===== config.mk =====
export PLATFORM = sky130hd
export DESIGN_NAME = jas_axis_lane
export DESIGN_NICKNAME = d
export VERILOG_FILES = /design/src/design/jas_pkg.sv /design/src/design/jas_div_cell.sv /design/src/design/jas_axis_lane.sv
export SDC_FILE = /design/constraint.sdc
export NUM_CORES = 2
export LEC_CHECK = 0
export BUFFER_PORTS_ARGS = -buffer_cell sky130_fd_sc_hd__clkbuf_2
export CORE_AREA = 8 8 693 490
export CTS_CLUSTER_DIAMETER = 80
export DETAILED_ROUTE_END_ITERATION = 10
export DIE_AREA = 0 0 701 498
export PLACE_DENSITY = 0.56
export SETUP_SLACK_MARGIN = 0.15
export SYNTH_ARGS = -nofsm -noshare
export SYNTH_HDL_FRONTEND = slang
export SYNTH_SLANG_ARGS = --single-unit

===== constraint.sdc =====
create_clock -name clk -period 4.35 [get_ports clk]
set_input_delay 1.0875 -clock clk [delete_from_list [all_inputs] [get_ports clk]]
set_output_delay 1.0875 -clock clk [all_outputs]
set_load 0.01 [all_outputs]

===== src/design/jas_pkg.sv =====
package jas_pkg;

    localparam int SAMPLE_BITS_DEF = 12;
    localparam int FRAC_BITS_DEF   = 14;
    localparam int NUM_AXES        = 4;
    localparam int DB_NARROW       = 150;
    localparam int DB_YAW          = 300;
    localparam int SPAN_MARGIN     = 10;
    localparam int CFG_IDX_BITS    = 2;

    // Register indexes of the calibration port.
    typedef enum logic [CFG_IDX_BITS-1:0] {
        CFG_THRUST = 2'd0,
        CFG_ROLL   = 2'd1,
        CFG_PITCH  = 2'd2,
        CFG_YAW    = 2'd3
    } cfg_idx_t;

    // Reset calibration: centre 2^(sb-1), both spans 2^(sb-1)-1 (2048 and 2047 at 12 bits).
    function automatic logic [63:0] cal_reset(input int sb);
        logic [63:0] r;
        begin
            r = (64'd1 << (sb - 1))
              | (((64'd1 << (sb - 1)) - 64'd1) << sb)
              | (((64'd1 << (sb - 1)) - 64'd1) << (2 * sb));
            return r;
        end
    endfunction

endpackage


===== src/design/jas_div_cell.sv =====
// One restoring-division step. Each cell produces one quotient bit and
// hands the partial remainder, divisor and side data to the next cell.
module jas_div_cell
    import jas_pkg::*;
#(
    parameter int RW = 32,
    parameter int QW = 16,
    parameter int SW = 4
)
(
    input  logic          clk,
    input  logic          rst_n,
    input  logic          in_valid,
    input  logic [RW-1:0] in_rem,
    input  logic [RW-1:0] in_num,
    input  logic [RW-1:0] in_div,
    input  logic [QW-1:0] in_quo,
    input  logic [SW-1:0] in_side,
    input  logic          adv,
    output logic          out_valid,
    output logic [RW-1:0] out_rem,
    output logic [RW-1:0] out_num,
    output logic [RW-1:0] out_div,
    output logic [QW-1:0] out_quo,
    output logic [SW-1:0] out_side
);

    logic          valid_reg;
    logic [RW-1:0] rem_reg, num_reg, div_reg;
    logic [QW-1:0] quo_reg;
    logic [SW-1:0] side_reg;
    logic [RW:0]   trial;
    logic [RW-1:0] rem_next;
    logic          bit_next;

    always_comb
    begin
        trial = {in_rem, in_num[RW-1]};
        if (trial >= {1'b0, in_div})
        begin
            rem_next = RW'(trial - {1'b0, in_div});
            bit_next = 1'b1;
        end
        else
        begin
            rem_next = trial[RW-1:0];
            bit_next = 1'b0;
        end
    end

    always_ff @(posedge clk or negedge rst_n)
    begin
        if (!rst_n)
            valid_reg <= 1'b0;
        else if (adv)
            valid_reg <= in_valid;
    end

    always_ff @(posedge clk)
    begin
        if (adv)
        begin
            rem_reg  <= rem_next;
            num_reg  <= {in_num[RW-2:0], 1'b0};
            div_reg  <= in_div;
            quo_reg  <= {in_quo[QW-2:0], bit_next};
            side_reg <= in_side;
        end
    end

    assign out_valid = valid_reg;
    assign out_rem   = rem_reg;
    assign out_num   = num_reg;
    assign out_div   = div_reg;
    assign out_quo   = quo_reg;
    assign out_side  = side_reg;

endmodule


===== src/design/jas_axis_lane.sv =====
// One axis: centre, deadband, divisor select and rounding offset in a registered
// front stage, a chain of division cells, then saturation, sign and fault zeroing.
module jas_axis_lane
    import jas_pkg::*;
#(
    parameter int SAMPLE_BITS = SAMPLE_BITS_DEF,
    parameter int FRAC_BITS   = FRAC_BITS_DEF,
    parameter int DB          = DB_NARROW
)
(
    input  logic                   clk,
    input  logic                   rst_n,
    input  logic                   adv,
    input  logic                   in_valid,
    input  logic [SAMPLE_BITS-1:0] raw,
    input  logic [3*SAMPLE_BITS-1:0] cal,
    output logic                   out_valid,
    output logic [FRAC_BITS+1:0]   frac,
    output logic                   fault
);

    localparam int VW = SAMPLE_BITS + 2;
    // Numerator is 2*|v|*2^F + d; the signed quotient needs F+2 bits after saturation
    // but the raw quotient can be larger, so keep all bits.
    localparam int RW = SAMPLE_BITS + FRAC_BITS + 3;
    localparam int QW = RW;
    localparam int NC = RW;
    localparam int SW = 2;

    logic signed [VW-1:0] v, vdb, d;
    logic [VW-1:0] mag;
    logic [RW-1:0] num0, div0;
    logic          flt, neg;

    logic          f_valid_reg;
    logic [RW-1:0] f_num_reg, f_div_reg;
    logic          f_flt_reg, f_neg_reg;

    always_comb
    begin
        v = $signed({2'b00, raw}) - $signed({2'b00, cal[SAMPLE_BITS-1:0]});
        if (v > -$signed(VW'(DB)) && v < $signed(VW'(DB)))
            vdb = '0;
        else if (v > 0)
            vdb = v - $signed(VW'(DB));
        else
            vdb = v + $signed(VW'(DB));
        neg = vdb[VW-1];
        d = (neg ? $signed({2'b00, cal[3*SAMPLE_BITS-1:2*SAMPLE_BITS]})
                 : $signed({2'b00, cal[2*SAMPLE_BITS-1:SAMPLE_BITS]}))
            - $signed(VW'(DB + SPAN_MARGIN));
        flt  = (d <= 0);
        mag  = neg ? VW'(-vdb) : VW'(vdb);
        num0 = (RW'(mag) << (FRAC_BITS + 1)) + RW'(unsigned'(d));
        div0 = flt ? RW'(1) : (RW'(unsigned'(d)) << 1);
    end

    // The front stage is registered so the first division cell starts clean.
    always_ff @(posedge clk or negedge rst_n)
    begin
        if (!rst_n)
            f_valid_reg <= 1'b0;
        else if (adv)
            f_valid_reg <= in_valid;
    end

    always_ff @(posedge clk)
    begin
        if (adv)
        begin
            f_num_reg <= num0;
            f_div_reg <= div0;
            f_flt_reg <= flt;
            f_neg_reg <= neg;
        end
    end

    logic          c_valid [NC+1];
    logic [RW-1:0] c_rem [NC+1], c_num [NC+1], c_div [NC+1];
    logic [QW-1:0] c_quo [NC+1];
    logic [SW-1:0] c_side [NC+1];

    assign c_valid[0] = f_valid_reg;
    assign c_rem[0]   = '0;
    assign c_num[0]   = f_num_reg;
    assign c_div[0]   = f_div_reg;
    assign c_quo[0]   = '0;
    assign c_side[0]  = {f_flt_reg, f_neg_reg};

    for (genvar i = 0; i < NC; i++)
    begin : g_cell
        jas_div_cell #(.RW(RW), .QW(QW), .SW(SW)) u_cell (
            .clk(clk), .rst_n(rst_n),
            .in_valid(c_valid[i]), .in_rem(c_rem[i]), .in_num(c_num[i]),
            .in_div(c_div[i]), .in_quo(c_quo[i]), .in_side(c_side[i]),
            .adv(adv),
            .out_valid(c_valid[i+1]), .out_rem(c_rem[i+1]), .out_num(c_num[i+1]),
            .out_div(c_div[i+1]), .out_quo(c_quo[i+1]), .out_side(c_side[i+1])
        );
    end

    logic [QW-1:0] q;
    logic [FRAC_BITS+1:0] qs;

    always_comb
    begin
        q = c_quo[NC];
        if (q > QW'(1 << FRAC_BITS))
            q = QW'(1 << FRAC_BITS);
        qs = c_side[NC][0] ? (FRAC_BITS+2)'(-q) : q[FRAC_BITS+1:0];
        if (c_side[NC][1])
            qs = '0;
    end

    assign out_valid = c_valid[NC];
    assign frac      = qs;
    assign fault     = c_side[NC][1];

endmodule


* Word level (Yosys, flattened, before mapping)
Cells that the tools add are included.
** Storage, ports and cells
- Register bits :: 2612
- Bits of input ports :: 52
- Output and inout port bits :: 18
- Logic and storage cells :: 313
** Operators by class
- Add/subtract/negate cells :: 35
- Magnitude comparators :: 34
- Muxes and demuxes :: 65
- Reduce and logical (&&, ||, !) cells :: 1
** Operators by type and width (number)
- >= comparator 30 x 29 -> 1 bit :: 28
- 2-to-1 mux 29 bit :: 27
- subtractor 29 bit :: 27
- 2-to-1 mux 16 bit :: 3
- 2-to-1 mux 14 bit :: 3
- 2-to-1 mux 1 bit :: 31
- adder 29 x 14 -> 29 bit :: 1
- >= comparator 1 x 29 -> 1 bit :: 1
- > comparator 29 x 15 -> 1 bit, second input constant :: 1
- subtractor 1 x 29 -> 29 bit :: 1
- negation 16 bit :: 1
- adder 13 x 9 -> 14 bit, second input constant :: 1
- negation 14 bit :: 1
- subtractor 13 x 9 -> 14 bit, second input constant :: 1
- > comparator 13 x 1 -> 1 bit, second input constant :: 1
- > comparator 13 x 9 -> 1 bit, second input constant :: 1
- <= comparator 13 x 1 -> 1 bit, second input constant :: 1
- less-than comparator 13 x 9 -> 1 bit, second input constant :: 1
- subtractor 12 x 12 -> 13 bit :: 1
- subtractor 12 x 8 -> 13 bit, second input constant :: 1
- 2-to-1 mux 12 bit :: 1
- logical AND 1 bit :: 1

* Longest topological paths before layout
- Depth in word-level cells :: 8
- Gate-level depth with buffers :: 23
- Mapped depth without buffers :: 20

* Hierarchy
A second synthesis with hierarchy kept.
** Second synthesis, totals
- Cells, all modules :: 12159
- Area total of the unflattened synthesis :: 169000.8 um^2
** Modules (own cells, without submodules)
- jas_div_cell :: instances 29, cells each 404, area each 5691.7 um^2, seq. area each 3538.4 um^2
- jas_axis_lane :: instances 1, cells each 443, area each 3941.3 um^2, seq. area each 1286.2 um^2

* Worst setup path before layout
Ideal clock, no wire load.
- Kind :: input-to-reg
- Start :: in raw[0]
- End :: reg f_flt_reg, data pin
- Setup time :: 169 ps
- Data arrival time :: 5218 ps
- Data required time :: 4181 ps
- Setup slack :: -1037 ps
- Stages :: 22
- Path buffers :: 2
- Path through :: inv_1 > ha_1 > fa_1 > nand2b_1 > a21oi_1 > o21a_4 > xor2_1 > a211oi_1 > o21ai_0 > o41a_1 > nor2_4 > buf_2 > buf_2 > mux2i_1 > ha_1 > inv_1 > a21oi_1 > xnor2_1 > nand2_1 > o21ai_0 > nand3_1 > o31ai_1
** On the way
- Cells in the longest elaborated chain, start to end :: 7
- Elaborated cells on any way between the ends :: 12
- Classes of those cells :: add/sub (4); order compare (4); mux (3); reduce/logical (1)
** RTL lines
- from (decl) :: RTL line jas_axis_lane.sv:15 : input logic [SAMPLE_BITS-1:0] raw,
- subtractor 12 x 12 -> 13 bit * :: RTL line jas_axis_lane.sv:41 : v = $signed({2'b00, raw}) - $signed({2'b00, cal[SAMPLE_BITS-1:0]});
- adder 13 x 9 -> 14 bit (tied with other cells) :: RTL line jas_axis_lane.sv:47 : vdb = v + $signed(VW'(DB));
- 2-to-1 mux 14 bit / logical AND 1 bit (equally long branches) :: RTL line jas_axis_lane.sv:44, jas_axis_lane.sv:42
- 2-to-1 mux 14 bit * :: RTL line jas_axis_lane.sv:42 : if (v > -$signed(VW'(DB)) && v < $signed(VW'(DB)))
- net vdb[13] :: RTL line jas_axis_lane.sv:30 : logic signed [VW-1:0] v, vdb, d;
- 2-to-1 mux 12 bit * :: RTL line jas_axis_lane.sv:49 : d = (neg ? $signed({2'b00, cal[3*SAMPLE_BITS-1:2*SAMPLE_BITS]})
- subtractor 12 x 8 -> 13 bit * :: RTL line jas_axis_lane.sv:51 : - $signed(VW'(DB + SPAN_MARGIN));
- <= comparator 13 x 1 -> 1 bit * :: RTL line jas_axis_lane.sv:52 : flt = (d <= 0);
- net flt :: RTL line jas_axis_lane.sv:33 : logic flt, neg;
- to (signal assigned) :: RTL line jas_axis_lane.sv:73 : f_flt_reg <= flt;
- to (decl) :: RTL line jas_axis_lane.sv:37 : logic f_flt_reg, f_neg_reg;
The timed path passes the listed nets; every way through them passes the cells marked *.
A chain may end at the register's enable or synchronous reset.

* Final worst setup path
- Start :: reg g_cell[28].u_cell.quo_reg[4]
- End :: out frac[10]
** On the way
- Cells in the longest elaborated chain, start to end :: 5
** RTL lines
- from (decl) :: RTL line jas_div_cell.sv:30 : logic [QW-1:0] quo_reg;
- from (signal assigned) :: RTL line jas_div_cell.sv:66 : quo_reg <= {in_quo[QW-2:0], bit_next};
- > comparator 29 x 15 -> 1 bit :: RTL line jas_axis_lane.sv:108 : if (q > QW'(1 << FRAC_BITS))
- 2-to-1 mux 16 bit * :: RTL line jas_axis_lane.sv:108
- negation 16 bit :: RTL line jas_axis_lane.sv:110 : qs = c_side[NC][0] ? (FRAC_BITS+2)'(-q) : q[FRAC_BITS+1:0];
- 2-to-1 mux 16 bit * :: RTL line jas_axis_lane.sv:110
- 2-to-1 mux 16 bit * :: RTL line jas_axis_lane.sv:111 : if (c_side[NC][1])
- to (decl) :: RTL line jas_axis_lane.sv:18 : output logic [FRAC_BITS+1:0] frac,
Mark *: on every way between the ends. The rest lies on a longest branch, timed or not.

==> results.ini <==
[floorplanning]
num_rows=177
die-area_sq_mm=0.349
io_pins=70
die_h_um=498
initial_core_util_pct=29.7
core_area_sq_mm=0.330
die_w_um=701

[pwr]
p_leak_uw=0.0414
switching_share_pct=29.6
power_density_mw_per_mm2=541
p_comb_share_pct=24.2
ir_drop_uv=316
seq_power_share_pct=47.1
clkPwrFrac_pct=28.7
p_sw_uw=18100
p_total_uw=61100
intPower_uw=43000

[synthesis]
synthMuxAreaShare_pct=0.950
synth_top_family_by_area=simple AND/OR/NAND/NOR gates
synth_area_leaders=edfxtp_1 64%, ha_1 5.6%, xnor2_1 3.0%
avgSynthCellArea_sq_um=12.9
ys_seq_area_share_pct=64.7
synth-async-reset-ratio_pct=1.42
syn_inst=7613
yosysTopAreaCellShare_pct=63.9
synthAdderAreaFrac_pct=6.20
yosys_warnings=0
synth_compound_area_share_pct=8.47
netlist-cell-type-count=92
synth_xor_area_share_pct=5.59
yosys.area_share.simple_pct=10.9
synth_edf_count=2086
yosysTopAreaCell=edfxtp_1
syn_area_sq_mm=0.0980
ys.flop_type=edfxtp_1
synth_seq_cells=2116

[worst_setup_path]
worst_r2r_endpoint=g_cell[11].u_cell.out_rem[12]
worst-path-max-fanout=7
cp_data_required_time_ns=3.26
r2r-start=g_cell[10].u_cell.out_num[28]
worst_ep_arrival_time_ns=3.80
endpoint_kind=output port
criticalPathCategory=flop to output port
r2r_slack_ns=0.36
worstRegToRegCells=17
cp-start-kind=flop

[global_routing]
grt_max_degree=124
antenna_found_initial=7
overflow=0
grt_pass1_wl_um=319000
grt_pass1_vias=57371
grt_usage_pct=11.1

[place]
gp_congestion=0.876
dp_slack_ns=-0.908
io_buffer_count=69
dp_hpwl_um=146000

[layout]
nFillCells=31843
regArea_sq_mm=0.0634
area_growth_syn_to_layout_pct=15.1
largest_register_ffs=810
multi_input_area_sq_mm=0.0321
layout.nets=8549
drive_above_1_share_pct=10.7

[sta]
hold_violations=0
relSlewSlack_pct=35.4
final-max-slew-violation-count=0
setup_viol=15
fmax_mhz=204
finalCriticalPeriod_ns=4.89
finalWorstSetupSlack_ns=-0.542
worst_pin_slew_ns=0.961
rsz0062_at_grt=yes
skew_ns=0.0988
fin_crit_sh_pct=112

[clocking]
clk_latency_ns=0.85
cts_max_level=4
cts.hold.buffers_added=0
root_buffer=clkbuf_16
cts_tree=yes
cts_sinks=2116
cts_buffers=203
clkTransAtPathRegs_ns=0.07
cts.path.max_buffers=4

[flow_run]
drv_cap=0

[drt]
num_vias=58982
vias_per_cell=4.69
firstDrtPassIters=8
drt_iter0_markers=4926
drc=0
wirelength_um=202000
wl_per_cell_um=16.1
ant_nets=0

[outcome]
status=complete, but fails checks
violations=setup timing

[min_path]
hold_path.class=input pin to asynchronous set/reset pin

[critical path: stages (launching register included)]
cell and delay [ns]:
edfxtp_1 0.43, nor4_4 0.34, nand2b_1 0.11, or4_4 0.43, or4_4 0.45, a21oi_4 0.23, nand2_2 0.10, ha_4 0.19
nand2_4 0.06, nand2_4 0.07, and3_4 0.19, o21ai_2 0.12, a21oi_1 0.07, buf_2 0.16
[cell families (layout without fill, tap and decap cells)]
family                   Yosys count  after routing
AND/OR/NAND/NOR                 2140           2140
flip-flops                      2116           2116
AO/OA/AOI/OAI                   1350           1350
buffers and inverters            830           1400
XOR/XNOR                         623            623
adder cells (fa/ha/maj)          469            469
multiplexers                      84             84
other                              1              8
[placed cells by master, fill, tap and decap left out, drive strengths merged, types with 179 or more instances in the layout]
cell type and count:
nor3 179, a21oi 435, nand2 505, o21ai 379, ha 441, edfxtp 2086, xor2 285, clkbuf 305
xnor2 338, nor2 551, inv 717, buf 264
[timing repair]
item	in CTS	in global routing
resized for setup	25	102
setup buffers	11	14
cloned	0	1
setup endpoints to repair	18	203
pin swaps	13	38
[per-layer routing]
metal | vias to the layer above | track usage, % | share of wire, %
li1 | 28749 | - | -
met1 | 28669 | 16.8 | 51
met2 | 1272 | 16.6 | 42
met3 | 292 | 1.67 | 4.8
met4 | 0 | 2.69 | 2.3
met5 | - | 0 | 0
[cell type report]
cell class | count | area share [%]
sequential | 2116 | 56.2
multi-input combinational | 4668 | 28.4
tap | 4385 | 4.86
clock buffer | 242 | 4.71
inverter | 712 | 2.39
timing repair buffer | 327 | 2.37
clock inverter | 119 | 1.04
antenna | 6 | 0.0133
[power groups by stage]
stage	Sequential (uW)	Combinational, uW	Clock [uW]
3_5_place_dp	29200	14400	0
6_report	28800	14800	17500
4_1_cts	28800	14500	18100
2_1_floorplan	28200	10600	0
3_3_place_gp	29200	14000	0
5_1_grt	29100	16400	18900
[cells in the mapped netlist, types with 28 or more instances]
| cell type | n |
|---|---|
| a211oi_1 | 31 |
| a21boi_0 | 84 |
| a21o_1 | 85 |
| a21oi_1 | 433 |
| a31oi_1 | 29 |
| and3_1 | 42 |
| clkbuf_1 | 101 |
| dfrtp_1 | 30 |
| edfxtp_1 | 2086 |
| fa_1 | 28 |
| ha_1 | 441 |
| inv_1 | 709 |
| mux2_2 | 72 |
| nand2_1 | 505 |
| nand2b_1 | 114 |
| nand3_1 | 145 |
| nand4_1 | 96 |
| nand4b_1 | 28 |
| nor2_1 | 550 |
| nor2b_1 | 97 |
| nor3_1 | 178 |
| nor4_1 | 124 |
| o21a_1 | 46 |
| o21ai_0 | 377 |
| o31ai_1 | 91 |
| or2_2 | 40 |
| or3_1 | 80 |
| or4_1 | 38 |
| xnor2_1 | 338 |
| xor2_1 | 282 |
[worst max path at each step]
stage	from	to	slack [ns]
4_1_cts	g_cell[28].u_cell.out_quo[7]	frac[10]	-0.59
3_3_place_gp	raw[0]	f_flt_reg	-0.81
5_1_grt	g_cell[28].u_cell.out_quo[4]	frac[10]	-0.68
2_1_floorplan	raw[0]	f_flt_reg	-0.58
6_report	g_cell[28].u_cell.out_quo[4]	frac[10]	-0.54
3_5_place_dp	raw[0]	f_flt_reg	-0.91
[metrics by stage]
stage	hold slack (ns)	utilization [%]	instances	instance area [sq um]	TNS, ns
finish	0.292	34.2	12575	113000	-6.02
global route	0.301	34.2	12571	113000	-8.38
CTS	0.249	34.1	12554	112000	-6.71
detailed placement	0.405	32.1	12182	106000	-16.37
global placement	0.400	32.1	12182	106000	-14.99
floorplan	0.400	-	7614	98200	-3.12
(Power assumes the default switching activity.)
